--- src/rtl/rcfr_pkg.sv ---
// ----------------------------------------------------------------------------
// rcfr_pkg: shared types and constants of the RC frame receiver
// Holds the CRC-16/CCITT byte update, the channel store geometry, the
// frame command passed from the parser to the emitter and the emitter states.
// ----------------------------------------------------------------------------
`default_nettype none

package rcfr_pkg;

	localparam int          STORE_DEPTH = 16;
	localparam int          STORE_AW    = 4;
	localparam int          COUNT_W     = 5;   // holds 0 .. STORE_DEPTH
	localparam int          POS_W       = 10;
	localparam int          QUEUE_DEPTH = 2;
	localparam int          QUEUE_AW    = 1;
	localparam logic [7:0]  SYNC_RESET  = 8'hA8;
	localparam logic [15:0] CRC_POLY    = 16'h1021;
	localparam logic [15:0] CRC_TOP     = 16'h8000;

	// Finished good frame: number of kept channels and its status byte.
	typedef struct packed {
		logic [COUNT_W-1:0] num;
		logic [7:0]         status;
	} frame_cmd_t;

	// Write port into the channel store.
	typedef struct packed {
		logic                en;
		logic [STORE_AW-1:0] addr;
		logic [15:0]         data;
	} store_wr_t;

	typedef enum logic [1:0] {
		EM_IDLE,
		EM_FETCH,
		EM_SHOW
	} emit_state_t;

	// One byte of CRC-16/CCITT, MSB first, no reflection.
	function automatic logic [15:0] crc_feed(input logic [15:0] crc, input logic [7:0] b);
		logic [15:0] c;
		c = crc ^ {b, 8'h00};
		for (int i = 0; i < 8; i++) begin
			if ((c & CRC_TOP) != 16'h0000) begin
				c = {c[14:0], 1'b0} ^ CRC_POLY;
			end else begin
				c = {c[14:0], 1'b0};
			end
		end
		return c;
	endfunction

endpackage

`default_nettype wire

--- src/rtl/rcfr_ifs.sv ---
// ----------------------------------------------------------------------------
// rcfr_ifs: channel interfaces of the RC frame receiver
// Received byte stream, channel result stream and sync value write channel.
// ----------------------------------------------------------------------------
`default_nettype none

interface rcfr_rx_if;
	logic       valid;
	logic       ready;
	logic [7:0] rx_byte;
	modport source (output valid, output rx_byte, input ready);
	modport sink   (input valid, input rx_byte, output ready);
endinterface

interface rcfr_res_if;
	logic        valid;
	logic        ready;
	logic [3:0]  channel_index;
	logic [15:0] channel_value;
	logic [7:0]  frame_status;
	logic        last_channel;
	modport source (output valid, output channel_index, output channel_value,
		output frame_status, output last_channel, input ready);
	modport sink   (input valid, input channel_index, input channel_value,
		input frame_status, input last_channel, output ready);
endinterface

interface rcfr_cfg_if;
	logic       valid;
	logic       ready;
	logic [7:0] sync_value;
	modport source (output valid, output sync_value, input ready);
	modport sink   (input valid, input sync_value, output ready);
endinterface

`default_nettype wire

--- src/rtl/rcfr_front.sv ---
// ----------------------------------------------------------------------------
// rcfr_front: frame parser
// Tracks the byte position, runs the CRC, writes channel words into the
// store and queues a command for every good frame with kept channels.
// ----------------------------------------------------------------------------
`default_nettype none

module rcfr_front #(
	parameter int KEEP = 16
) (
	input  wire logic                clk,
	input  wire logic                arst_n,
	input  wire logic                cfg_valid,
	input  wire logic [7:0]          cfg_data,
	input  wire logic                rx_valid,
	output logic                     rx_ready,
	input  wire logic [7:0]          rx_byte,
	input  wire logic                pending,
	input  wire logic                q_full,
	output logic                     q_push,
	output rcfr_pkg::frame_cmd_t     q_cmd,
	output rcfr_pkg::store_wr_t      st_wr
);
	import rcfr_pkg::*;

	logic [7:0]       sync_q;
	logic [POS_W-1:0] pos_q;
	logic [7:0]       count_q;
	logic [7:0]       status_q;
	logic [15:0]      crc_q;
	logic [7:0]       rx_hi_q;
	logic [7:0]       hold_q;

	logic [POS_W-1:0] data_end;
	logic [POS_W-1:0] d;
	logic [8:0]       k;
	logic             is_sync, is_stat, is_cnt, is_data, is_crch, is_fin;
	logic             kept, accept, crc_ok;
	logic [15:0]      crc_next;
	logic [COUNT_W-1:0] num;

	assign data_end = {1'b0, count_q, 1'b0} + POS_W'(3);
	assign d        = pos_q - POS_W'(3);
	assign k        = d[POS_W-1:1];
	assign kept     = (k < 9'(KEEP));
	assign crc_next = crc_feed(crc_q, rx_byte);

	always_comb begin
		is_sync = 1'b0;
		is_stat = 1'b0;
		is_cnt  = 1'b0;
		is_data = 1'b0;
		is_crch = 1'b0;
		is_fin  = 1'b0;
		if (pos_q == POS_W'(0)) begin
			is_sync = 1'b1;
		end else if (pos_q == POS_W'(1)) begin
			is_stat = 1'b1;
		end else if (pos_q == POS_W'(2)) begin
			is_cnt = 1'b1;
		end else if (pos_q < data_end) begin
			is_data = 1'b1;
		end else if (pos_q == data_end) begin
			is_crch = 1'b1;
		end else begin
			is_fin = 1'b1;
		end
	end

	// Hold off a store write while the emitter still owns the store, and a final CRC byte while the queue is full.
	assign rx_ready = !((is_data && d[0] && kept && pending) || (is_fin && q_full));
	assign accept   = rx_valid && rx_ready;
	assign crc_ok   = ({rx_hi_q, rx_byte} == crc_q);

	always_comb begin
		if (count_q > 8'(KEEP)) begin
			num = COUNT_W'(KEEP);
		end else begin
			num = count_q[COUNT_W-1:0];
		end
	end

	assign q_cmd.num    = num;
	assign q_cmd.status = status_q;
	assign q_push       = accept && is_fin && crc_ok && (num != '0);

	assign st_wr.en   = accept && is_data && d[0] && kept;
	assign st_wr.addr = k[STORE_AW-1:0];
	assign st_wr.data = {hold_q, rx_byte};

	always_ff @(posedge clk or negedge arst_n) begin
		if (!arst_n) begin
			sync_q   <= SYNC_RESET;
			pos_q    <= '0;
			count_q  <= '0;
			status_q <= '0;
			crc_q    <= '0;
			rx_hi_q  <= '0;
			hold_q   <= '0;
		end else begin
			if (cfg_valid) begin
				sync_q <= cfg_data;
			end
			if (accept) begin
				if (is_sync) begin
					if (rx_byte == sync_q) begin
						crc_q <= crc_feed(16'h0000, rx_byte);
						pos_q <= POS_W'(1);
					end
				end else if (is_stat || is_cnt) begin
					if (is_stat) begin
						status_q <= rx_byte;
					end else begin
						count_q <= rx_byte;
					end
					crc_q <= crc_next;
					pos_q <= pos_q + POS_W'(1);
				end else if (is_data) begin
					crc_q <= crc_next;
					if (!d[0]) begin
						hold_q <= rx_byte;
					end
					pos_q <= pos_q + POS_W'(1);
				end else if (is_crch) begin
					rx_hi_q <= rx_byte;
					pos_q   <= pos_q + POS_W'(1);
				end else begin
					pos_q <= '0;
				end
			end
		end
	end

endmodule

`default_nettype wire

--- src/rtl/rcfr_queue.sv ---
// ----------------------------------------------------------------------------
// rcfr_queue: frame command queue
// Two-entry FIFO of good-frame commands between the parser and the emitter.
// ----------------------------------------------------------------------------
`default_nettype none

module rcfr_queue (
	input  wire logic                 clk,
	input  wire logic                 arst_n,
	input  wire logic                 push,
	input  rcfr_pkg::frame_cmd_t      push_cmd,
	input  wire logic                 pop,
	output rcfr_pkg::frame_cmd_t      pop_cmd,
	output logic                      full,
	output logic                      not_empty
);
	import rcfr_pkg::*;

	frame_cmd_t          slot_q [QUEUE_DEPTH];
	logic [QUEUE_AW-1:0] wr_q;
	logic [QUEUE_AW-1:0] rd_q;
	logic [QUEUE_AW:0]   cnt_q;
	logic                do_push, do_pop;

	assign full      = (cnt_q == (QUEUE_AW + 1)'(QUEUE_DEPTH));
	assign not_empty = (cnt_q != '0);
	assign do_push   = push && !full;
	assign do_pop    = pop && not_empty;
	assign pop_cmd   = slot_q[rd_q];

	always_ff @(posedge clk) begin
		if (do_push) begin
			slot_q[wr_q] <= push_cmd;
		end
	end

	always_ff @(posedge clk or negedge arst_n) begin
		if (!arst_n) begin
			wr_q  <= '0;
			rd_q  <= '0;
			cnt_q <= '0;
		end else begin
			if (do_push) begin
				wr_q <= wr_q + 1'b1;
			end
			if (do_pop) begin
				rd_q <= rd_q + 1'b1;
			end
			if (do_push && !do_pop) begin
				cnt_q <= cnt_q + 1'b1;
			end else if (do_pop && !do_push) begin
				cnt_q <= cnt_q - 1'b1;
			end
		end
	end

endmodule

`default_nettype wire

--- src/rtl/rcfr_back.sv ---
// ----------------------------------------------------------------------------
// rcfr_back: channel emitter
// Owns the channel store and plays out one result per kept channel of a
// good frame, reading one store entry per result.
// ----------------------------------------------------------------------------
`default_nettype none

module rcfr_back (
	input  wire logic              clk,
	input  wire logic              arst_n,
	input  rcfr_pkg::store_wr_t    st_wr,
	input  wire logic              q_not_empty,
	input  rcfr_pkg::frame_cmd_t   q_cmd,
	output logic                   q_pop,
	output logic                   busy,
	output logic                   res_valid,
	input  wire logic              res_ready,
	output logic [3:0]             channel_index,
	output logic [15:0]            channel_value,
	output logic [7:0]             frame_status,
	output logic                   last_channel
);
	import rcfr_pkg::*;

	logic [15:0]         mem [STORE_DEPTH];
	logic [15:0]         rdata_q;
	emit_state_t         state_q, state_d;
	logic [STORE_AW-1:0] k_q;
	logic [COUNT_W-1:0]  num_q;
	logic [7:0]          status_q;
	logic                is_last;

	always_ff @(posedge clk) begin
		if (st_wr.en) begin
			mem[st_wr.addr] <= st_wr.data;
		end
		if (state_q == EM_FETCH) begin
			rdata_q <= mem[k_q];
		end
	end

	assign is_last = (({1'b0, k_q} + COUNT_W'(1)) == num_q);

	always_comb begin
		state_d   = state_q;
		q_pop     = 1'b0;
		res_valid = 1'b0;
		case (state_q)
			EM_IDLE: begin
				if (q_not_empty) begin
					q_pop   = 1'b1;
					state_d = EM_FETCH;
				end
			end
			EM_FETCH: begin
				state_d = EM_SHOW;
			end
			EM_SHOW: begin
				res_valid = 1'b1;
				if (res_ready) begin
					state_d = is_last ? EM_IDLE : EM_FETCH;
				end
			end
			default: begin
				state_d = EM_IDLE;
			end
		endcase
	end

	always_ff @(posedge clk or negedge arst_n) begin
		if (!arst_n) begin
			state_q  <= EM_IDLE;
			k_q      <= '0;
			num_q    <= '0;
			status_q <= '0;
		end else begin
			state_q <= state_d;
			if (q_pop) begin
				k_q      <= '0;
				num_q    <= q_cmd.num;
				status_q <= q_cmd.status;
			end else if (state_q == EM_SHOW && res_ready && !is_last) begin
				k_q <= k_q + 1'b1;
			end
		end
	end

	assign busy          = (state_q != EM_IDLE);
	assign channel_index = k_q;
	assign channel_value = rdata_q;
	assign frame_status  = status_q;
	assign last_channel  = is_last;

endmodule

`default_nettype wire

--- src/rtl/rc_frame_receiver_crc16_top.sv ---
// ----------------------------------------------------------------------------
// rc_frame_receiver_crc16_top: serial RC frame receiver with CRC-16/CCITT
// Decodes sync-framed channel frames and emits one result per kept channel.
// ----------------------------------------------------------------------------
// Usage:
// The rx channel takes one received byte per transfer. The parser takes a
// byte in the cycle it is offered, so the byte rate is one per cycle, except
// that a byte completing a kept channel word waits while results of the
// previous good frame are still being emitted, since both share the store.
// A frame is sync, status, count N, N big-endian channel words and a 16-bit
// CRC over everything before it. A good frame produces min(N, MAX_CHANNELS,
// 16) results on the res channel, in channel order, the last one flagged.
// The first result is valid once its command has passed the queue and the
// emitter has fetched the first store entry; each further one waits for a
// fetch after the previous transfer, limited by the store's registered read.
// A bad CRC or a frame with no kept channels gives no result.
// If the res receiver stalls, the current result holds and the parser keeps
// taking header and high bytes of the next frame; a command queue of two
// frames separates parser and emitter and holds off a final CRC byte when full.
// The cfg channel writes the sync byte at any transfer and is always ready.
// Reset sets the sync byte to 0xA8, the parser to hunt for sync and the
// emitter to idle. The store needs no clearing.
// ----------------------------------------------------------------------------
`default_nettype none

module rc_frame_receiver_crc16_top #(
	parameter int MAX_CHANNELS = 16
) (
	input  wire logic  clk,
	input  wire logic  arst_n,
	rcfr_cfg_if.sink   cfg,
	rcfr_rx_if.sink    rx,
	rcfr_res_if.source res
);
	import rcfr_pkg::*;

	localparam int KEEP = (MAX_CHANNELS < STORE_DEPTH) ? MAX_CHANNELS : STORE_DEPTH;

	frame_cmd_t push_cmd, pop_cmd;
	store_wr_t  st_wr;
	logic       q_push, q_pop, q_full, q_not_empty, busy;
	logic       pending;
	logic       rx_ready;

	assign cfg.ready = 1'b1;
	assign rx.ready  = rx_ready;

	// The store is owned by the emitter from the moment a frame is queued
	// until its last result has been transferred.
	assign pending = busy || q_not_empty;

	rcfr_front #(
		.KEEP(KEEP)
	) u_front (
		.clk      (clk),
		.arst_n   (arst_n),
		.cfg_valid(cfg.valid),
		.cfg_data (cfg.sync_value),
		.rx_valid (rx.valid),
		.rx_ready (rx_ready),
		.rx_byte  (rx.rx_byte),
		.pending  (pending),
		.q_full   (q_full),
		.q_push   (q_push),
		.q_cmd    (push_cmd),
		.st_wr    (st_wr)
	);

	rcfr_queue u_queue (
		.clk      (clk),
		.arst_n   (arst_n),
		.push     (q_push),
		.push_cmd (push_cmd),
		.pop      (q_pop),
		.pop_cmd  (pop_cmd),
		.full     (q_full),
		.not_empty(q_not_empty)
	);

	rcfr_back u_back (
		.clk          (clk),
		.arst_n       (arst_n),
		.st_wr        (st_wr),
		.q_not_empty  (q_not_empty),
		.q_cmd        (pop_cmd),
		.q_pop        (q_pop),
		.busy         (busy),
		.res_valid    (res.valid),
		.res_ready    (res.ready),
		.channel_index(res.channel_index),
		.channel_value(res.channel_value),
		.frame_status (res.frame_status),
		.last_channel (res.last_channel)
	);

endmodule

`default_nettype wire

--- src/flat_wrapper.sv ---
// flat-port wrapper written by rule: the top's interface ports become plain ports
module rc_frame_receiver_crc16_top_flat import rcfr_pkg::*;
#(
	parameter int MAX_CHANNELS = 16
)
  (clk, arst_n, cfg_valid, cfg_sync_value, cfg_ready, rx_valid, rx_rx_byte, rx_ready, res_valid, res_channel_index, res_channel_value, res_frame_status, res_last_channel, res_ready);
  rcfr_cfg_if cfg_i ();
  rcfr_rx_if rx_i ();
  rcfr_res_if res_i ();
  input  wire logic clk;
  input  wire logic arst_n;
  input wire logic [$bits(cfg_i.valid)-1:0] cfg_valid;
  input wire logic [$bits(cfg_i.sync_value)-1:0] cfg_sync_value;
  output wire logic [$bits(cfg_i.ready)-1:0] cfg_ready;
  input wire logic [$bits(rx_i.valid)-1:0] rx_valid;
  input wire logic [$bits(rx_i.rx_byte)-1:0] rx_rx_byte;
  output wire logic [$bits(rx_i.ready)-1:0] rx_ready;
  output wire logic [$bits(res_i.valid)-1:0] res_valid;
  output wire logic [$bits(res_i.channel_index)-1:0] res_channel_index;
  output wire logic [$bits(res_i.channel_value)-1:0] res_channel_value;
  output wire logic [$bits(res_i.frame_status)-1:0] res_frame_status;
  output wire logic [$bits(res_i.last_channel)-1:0] res_last_channel;
  input wire logic [$bits(res_i.ready)-1:0] res_ready;
  assign cfg_i.valid = cfg_valid;
  assign cfg_i.sync_value = cfg_sync_value;
  assign cfg_ready = cfg_i.ready;
  assign rx_i.valid = rx_valid;
  assign rx_i.rx_byte = rx_rx_byte;
  assign rx_ready = rx_i.ready;
  assign res_valid = res_i.valid;
  assign res_channel_index = res_i.channel_index;
  assign res_channel_value = res_i.channel_value;
  assign res_frame_status = res_i.frame_status;
  assign res_last_channel = res_i.last_channel;
  assign res_i.ready = res_ready;
  rc_frame_receiver_crc16_top #(.MAX_CHANNELS(MAX_CHANNELS)) u_core (.clk(clk), .arst_n(arst_n), .cfg(cfg_i), .rx(rx_i), .res(res_i));
endmodule
--- config.mk ---
export PLATFORM = sky130hd
export DESIGN_NAME = rc_frame_receiver_crc16_top_flat
export DESIGN_NICKNAME = d
export VERILOG_FILES = /design/src/rtl/rcfr_pkg.sv /design/src/rtl/rcfr_ifs.sv /design/src/rtl/rcfr_front.sv /design/src/rtl/rcfr_queue.sv /design/src/rtl/rcfr_back.sv /design/src/rtl/rc_frame_receiver_crc16_top.sv /design/src/flat_wrapper.sv
export SDC_FILE = /design/constraint.sdc
export NUM_CORES = 1
export LEC_CHECK = 0
export BUFFER_PORTS_ARGS = -buffer_cell sky130_fd_sc_hd__buf_2
export CELL_PAD_IN_SITES_DETAIL_PLACEMENT = 1
export CELL_PAD_IN_SITES_GLOBAL_PLACEMENT = 2
export CORE_ASPECT_RATIO = 0.75
export CORE_UTILIZATION = 46
export CTS_CLUSTER_DIAMETER = 150
export CTS_CLUSTER_SIZE = 25
export DETAILED_ROUTE_END_ITERATION = 6
export PLACE_DENSITY = 0.9
export SLEW_MARGIN = 20
export SYNTH_ARGS = -nofsm -noshare
export SYNTH_HDL_FRONTEND = slang
export SYNTH_SLANG_ARGS = --single-unit
--- constraint.sdc ---
create_clock -name clk -period 4.6 [get_ports clk]
set_input_delay 0.69 -clock clk [delete_from_list [all_inputs] [get_ports clk]]
set_output_delay 0.69 -clock clk [all_outputs]
set_load 0.01 [all_outputs]
==> key figures, run 1 <==
Outcome
  – Status: finished, violations left
  – Failing checks: DRC

Yosys
  – Syn Area/Cell: 15.3 um^2
  – Post-synth EDFFs: 298
  – Dominant cell type by area after synthesis: edfxtp_1
  – Syn nets: 1119
  – Register area share after synthesis: 67.6%
  – Distinct cells, synth: 68
  – Synthesis warning total: 0
  – Ys async rst share: 23.0%
  – Synth top area cells: edfxtp_1 (54%), dfrtp_1 (13%), mux4_2 (4.4%)
  – Post-Syn Area: 16500 um^2
  – Share of the synthesized area in the top cell type: 54.1%
  – Top FF cell, synth: edfxtp_1
  – Post-Synthesis Cells: 1081
  – Yosys reg bits: 387

Detailed routing
  – 1st-iter DRT viols: 880
  – Post-route DRC: 3
  – DRT met1 WL: 18500 um
  – Drt first pass iters: 7
  – Met2 routed WL: 19300 um
  – Routed Antenna Nets: 0
  – Via count: 9513
  – Drt total wl: 41400 um
  – Top Metal Used: met4
  – WL/cell: 25.9 um
  – Vias/cell: 5.96
  – WL met3: 3010 um

Clock tree
  – Root Buffer: clkbuf_16
  – CTS Buf Count: 19
  – Clock latency at the later pin of the worst-skew pair: 0.55 ns
  – CTS tree: done
  – Post-CTS sizing: 0
  – CTS Sinks: 387
  – Setup Buffers After CTS: 0
  – CTS HTree Levels: 1
  – Hold_buf cts: 0
  – Max Root-Sink Buffers: 3
  – Clock transition at path regs: 0.10 ns

Setup path
  – Crit path buf inv count: 3
  – Startpoint Class: register
  – Critical path endpoint category: output pin
  – Worst EP arrival: 3.44 ns
  – Reg-to-reg slack, setup: 1.11 ns
  – Critical path type: register to output pin
  – Worst path max stage delay: 0.47 ns
  – CP Cell Sequence: inv_1 -> nor3_1 -> nand4_1 -> xor2_1 -> ha_1 -> nand4_1 -> a211o_1 -> o211ai_2 -> mux2i_1 -> inv_1 -> buf_2
  – Cell family with the largest share of critical-path delay: simple AND/OR/NAND/NOR gates
  – Crit-path slowest cell: dfrtp_1
  – CP Max Fanout: 7
  – Required time of the critical path: 3.91 ns

Power
  – Register share of total power: 50.0%
  – Clock network power share: 18.0%
  – Internal power: 6.77 mW
  – Net Switching: 3.74 mW
  – Peak supply drop: 0.000305 V
  – Sw frac: 35.6%
  – Static Leak: 6.30 nW
  – PD cells: 586 nW/um^2
  – Comb power frac: 32.0%

Place
  – Pre-CTS WS: 1.05 ns
  – Final Wtd Congestion: 0.826
  – PortBufs: 51
  – Detailed placer's ending HPWL: 27300 um

Global route
  – First-pass GRT wire length: 62700 um
  – Largest net degree at the start of global routing: 72
  – GR Util All Layers: 22.8%
  – Initial antenna violation count: 2
  – Leftover overflow at the end of global routing: 0
  – Vias in the first global route: 9915

Timing
  – Worst Slack Setup Final: 0.465 ns
  – Worst Max-Slew Pin Slew: 1.03 ns
  – Setup-failing EPs final: 0
  – Final hold vios: 0
  – Max Slew Vio Count: 0
  – Peak Freq: 0.242 GHz
  – Post-route setup TNS: 0 ns
  – Skew final: 0.0392 ns
  – Fraction of the cycle the final worst path needs: 89.9%
  – Unrepaired setup endpoints after global routing: no
  – Max_slew headroom: 31.2%
  – Crit path time final: 4.13 ns

Min path
  – Hold WC Path Type: input pin to async pin

Finish
  – ANT cells: 0
  – Core Util, Final: 51.2%
  – Multi-input gate area: 5040 um^2
  – Storage element area: 11200 um^2
  – Share of cells above drive strength 1: 18.6%
  – Fill cells: 3402
  – P&R area growth vs syn: 8.46%
  – Fin nets: 1165

Die
  – Chip Width: 221 um
  – Core Rows: 59
  – IO Count: 53
  – Initial Util: 47.2%
  – Die area: 36700 um^2
  – Height of the chip: 166 um
  – Core ar.: 35000 um^2

Run
  – Max_cap viols: 0
[sequential cells by signal, indices dropped and copies added, names as in the netlist, 10 cells and up]
register                     count
u_core.u_back.channel_value     16
u_core.u_back.mem              256
u_core.u_front.crc_q            16
u_core.u_front.pos_q            10
u_core.u_queue.slot_q           26
[worst paths after layout]
check,cells past startpoint,endpoint,from
hold / removal,1,u_core.u_front.crc_q[5],arst_n
setup reg to reg,12,u_core.u_back.mem[6][3],u_core.u_front.count_q[0]
min in group clk,2,u_core.u_front.sync_q[6],cfg_sync_value[6]
max in group asynchronous,2,u_core.u_front.pos_q[2],arst_n
setup / recovery,11,rx_ready,u_core.u_front.count_q[0]
hold reg to reg,0,u_core.u_queue.slot_q[1][0],u_core.u_front.status_q[0]
[kinds of logic after synthesis]
family	Yosys count	synth area share (%)
and+or+nand+nor	187	5.64
xor gates and xnor gates	78	4.13
other	1	0.0227
adders and majority gates	17	1.29
DFF	387	67.6
muxes	158	12.4
AOI/OAI and AO/OA	179	6.96
buffers and inverters	74	1.90
[worst reg2reg max path: cells and delay by family, from the launching register on]
family	cells	cell delay, ns
buf+inv	1	0.32
simple gates	7	1.37
fa+ha+maj	2	0.57
flops	1	0.47
compound gates	2	0.44
[metal layers]
layer,vias to the layer above,global-route usage (%)
met5,-,0
met4,0,3.74
met3,32,4.79
met2,296,35.9
met1,4988,33.2
li1,4197,-
[Yosys cell counts, drive strengths merged, types with 28 or more instances]
| cell | number |
|---|---|
| mux2i | 71 |
| mux2 | 55 |
| xnor2 | 50 |
| o21ai | 72 |
| a21oi | 28 |
| dfrtp | 86 |
| nor2 | 40 |
| mux4 | 32 |
| xor2 | 28 |
| edfxtp | 298 |
| nand2 | 74 |
| clkbuf | 40 |
[power by group through the flow]
stage	combinational, mW	clock, mW	sequential [mW]
finish	3.37	1.89	5.25
global placement	3.19	0	5.23
floorplan	2.59	0	4.94
detailed placement	3.35	0	5.32
global route	3.66	2.04	5.33
CTS	3.37	1.93	5.24
[layout by cell type (no fill, tap or decap), types with 2 or more instances in the layout]
cell,instances
a211o_1,2
a21o_1,2
a21oi_1,27
a221oi_1,16
a22oi_1,17
a31oi_1,16
and2_1,5
and3_1,9
buf_2,50
buf_4,33
clkbuf_1,13
clkbuf_16,19
dfrtp_1,85
dfstp_2,3
edfxtp_1,298
ha_1,17
inv_1,15
mux2_2,55
mux2i_1,71
mux4_2,32
nand2_1,73
nand2b_1,10
nand3_1,12
nand4_1,11
nor2_1,37
nor2_2,3
nor2b_1,3
nor3_1,6
nor4_1,3
nor4_4,2
o211a_1,2
o21a_1,3
o21ai_0,61
o21ai_1,10
o22a_1,2
o31ai_1,4
or3_1,2
xnor2_1,50
xor2_1,28
[layout make-up]
| type | instances | share of cell area [%] |
|---|---|---|
| clock inverters | 2 | 0.140 |
| well taps | 457 | 3.19 |
| repair buffers | 84 | 2.89 |
| multi-input cells | 620 | 28.1 |
| clock buffers | 32 | 2.92 |
| flip-flops and latches | 387 | 62.4 |
| inverters | 15 | 0.314 |
[stage by stage]
step / hold WS (ns) / total power [mW] / instance area, um^2 / cells
floorplan: 0.394 / 7.54 / 16500 / 1081
global placement: 0.447 / 8.42 / 17400 / 1563
detailed placement: 0.453 / 8.67 / 17400 / 1563
CTS: 0.265 / 10.5 / 17900 / 1597
global route: 0.297 / 11.0 / 17900 / 1597
finish: 0.250 / 10.5 / 17900 / 1597
Note: power is estimated with default switching activity, not from simulation.
==> run 2, diff against run 1 <==
CORE_ASPECT_RATIO = 1.2   (was 0.75)
CORE_UTILIZATION = 48   (was 46)
CTS_BUF_LIST = sky130_fd_sc_hd__clkbuf_4   (was unset)
PLACE_DENSITY = 0.93   (was 0.9)
==> key figures, run 2 (synthesized netlist as in run 1, its figures left out) <==
Die
  – Chip Width: 171 um (-22%)
  – Die area: 35200 um^2 (-4.1%)
  – Height of the chip: 205 um (+24%)
  – Initial Util: 48.6% (+1.4 points)
  – IO Count: 53 (unchanged)
  – Core Rows: 74 (+25%)
  – Core ar.: 34000 um^2 (-2.9%)

Detailed routing
  – WL/cell: 23.6 um (-8.9%)
  – Drt total wl: 37700 um (-8.9%)
  – 1st-iter DRT viols: 705 (-20%)
  – Drt first pass iters: 5 (-2)
  – Routed Antenna Nets: 0 (unchanged)
  – Post-route DRC: 0 (-3)
  – Vias/cell: 5.81 (-2.5%)
  – Via count: 9272 (-2.5%)

Setup path
  – Worst reg-to-reg path cell count: 10 (-2)
  – CP Max Fanout: 7 (unchanged)
  – Worst EP arrival: 3.59 ns (+0.15 ns)
  – Critical path endpoint category: output pin
  – Critical path type: register to output pin
  – Startpoint Class: register
  – R2r startpoint: u_core.u_front.pos_q[0]
  – Reg-to-Reg End: u_core.u_queue.cnt_q[1]
  – Required time of the critical path: 3.91 ns (about the same)
  – Reg-to-reg slack, setup: 1.07 ns (-0.04 ns)

Place
  – Placed Area: 17400 um^2 (about the same)
  – Detailed placer's ending HPWL: 24800 um (-9.2%)
  – PortBufs: 51 (unchanged)
  – Pre-CTS WS: 1.09 ns (+0.0422 ns)
  – Final Wtd Congestion: 0.766 (-7.2%)

Timing
  – Max Slew Vio Count: 0 (unchanged)
  – Worst Max-Slew Pin Slew: 0.895 ns (-0.137 ns)
  – Final hold vios: 0 (unchanged)
  – Max_slew headroom: 40.3% (+9.1 points)
  – Unrepaired setup endpoints after global routing: no
  – Peak Freq: 0.234 GHz (-3.4%)
  – Worst Slack Setup Final: 0.320 ns (-0.145 ns)
  – Crit path time final: 4.28 ns (+0.145 ns)
  – Skew final: 0.0603 ns (+0.0210 ns)
  – Fraction of the cycle the final worst path needs: 93.0% (+3.2 points)
  – Post-route setup TNS: 0 ns (unchanged)
  – Setup-failing EPs final: 0 (unchanged)

Global route
  – Vias in the first global route: 9915 (unchanged)
  – GR Util All Layers: 22.2% (-0.55 points)
  – Leftover overflow at the end of global routing: 0 (unchanged)
  – First-pass GRT wire length: 58200 um (-7.2%)
  – Largest net degree at the start of global routing: 60 (-17%)
  – Initial antenna violation count: 1 (-1)

Power
  – PD cells: 552 nW/um^2 (-5.8%)
  – Peak supply drop: 0.000220 V (-28%)
  – Static Leak: 6.19 nW (-1.7%)

Finish
  – Largest registers: u_core.u_back.mem: 256 flops, u_core.u_queue.slot_q: 26 flops
  – Fill cells: 3331 (-2.1%)
  – Multi-input gate area: 5040 um^2 (about the same)
  – Most frequent cells in the layout: edfxtp_1 (298), dfrtp_1 (84), nand2_1 (73)
  – P&R area growth vs syn: 6.67%
  – Storage element area: 11200 um^2 (about the same)
  – Share of cells above drive strength 1: 19.8% (+1.2 points)
  – Commonest non-fill, non-tap cell in the layout: edfxtp_1
  – Fin nets: 1166 (+0.086%)
  – Largest register by flop count: u_core.u_back.mem
  – Finished layout cell area: 17600 um^2 (-1.6%)
  – Number of flip-flops in the largest register: 256 (unchanged)

Clock tree
  – Setup Buffers After CTS: 0 (unchanged)
  – Root Buffer: clkbuf_4
  – Clock transition at path regs: 0.26 ns (+0.16 ns)
  – CTS Sinks: 387 (unchanged)
  – Max Root-Sink Buffers: 3 (unchanged)
  – CTS tree: done
  – CTS Buf Count: 19 (unchanged)
  – CTS HTree Levels: 1 (unchanged)
  – Clock latency at the later pin of the worst-skew pair: 0.77 ns (+0.22 ns)

Run
  – Max_cap viols: 0 (unchanged)

Min path
  – Hold WC Path Type: input pin to register
  – Worst Hold Path EP: u_core.u_front.sync_q[2]
  – Hold Startpoint: cfg_sync_value[2]
  – Hold-critical path depth: 2

Outcome
  – Status: completed
run 2: cell types whose count changed in the layout (fill, tap and decap cells not counted), sizes merged:
cell	previous run	this run
diode	0	1
dlygate4sd3	0	1
clkinv	1	0
run 2: power breakdown:
| part | total (mW) | switching (mW) | internal, mW |
|---|---|---|---|
| sequential | 5.16 | 0.660 | 4.50 |
| combinational | 3.28 | 1.81 | 1.47 |
| clock | 1.30 | 0.980 | 0.320 |
| total | 9.74 | 3.45 | 6.28 |
run 2: what timing repair did:
item | in CTS | in global routing
endpoints found under the setup margin | 0 | 1
hold buffers | 1 | 0
hold endpoints to repair | 54 | 0
gates resized for setup | 0 | 2
run 2: per-stage QoR:
step	power, mW	std cells	hold WS, ns	util, %
final	9.74	1597	0.145	51.9
after global routing	10.3	1597	0.0790	51.9
after CTS	9.82	1596	0.0627	51.9
after detailed placement	8.53	1562	0.461	51.1
after global placement	8.36	1562	0.446	51.1
after floorplan	7.54	1081	0.394	-
run 2: how the worst max path moves through the flow:
| stage | start | end | slack [ns] | cells past startpoint |
|---|---|---|---|---|
| finish | u_core.u_front.count_q[0] | rx_ready | 0.32 | 11 |
| global placement | u_core.u_front.pos_q[0] | u_core.u_queue.cnt_q[1] | 1.13 | 11 |
| CTS | u_core.u_front.count_q[0] | rx_ready | 0.13 | 11 |
| global route | u_core.u_front.count_q[1] | rx_ready | 0.03 | 11 |
| detailed placement | u_core.u_front.count_q[0] | rx_ready | 1.09 | 11 |
| floorplan | u_core.u_front.count_q[2] | u_core.u_back.mem[0][0] | 1.19 | 12 |
run 2: final cells by class:
type                    count  area share (%)
multi-input cells         620            28.6
inverters                  15           0.319
well taps                 456            3.24
clock buffers              32            1.36
diodes                      1          0.0142
clock inverters             1          0.0923
repair buffers             85            2.92
flip-flops and latches    387            63.4
run 2: routing by layer:
metal | track usage [%] | vias to the layer above | wire (um)
met5 | 0 | - | 0
met1 | 27.5 | 4830 | 15300
met2 | 40.4 | 205 | 20000
met4 | 6.70 | 0 | 909
li1 | - | 4184 | -
met3 | 2.89 | 53 | 1470
run 2: worst max-delay path, cell delays in order (launching register included):
cell and delay, ns:
dfrtp_2 0.48, ha_1 0.19, nand3_1 0.12, nor2_1 0.20, nand3_1 0.12, ha_1 0.33
nand4_1 0.24, a211o_1 0.33, o211ai_2 0.17, mux2i_2 0.34, inv_1 0.13, buf_2 0.17
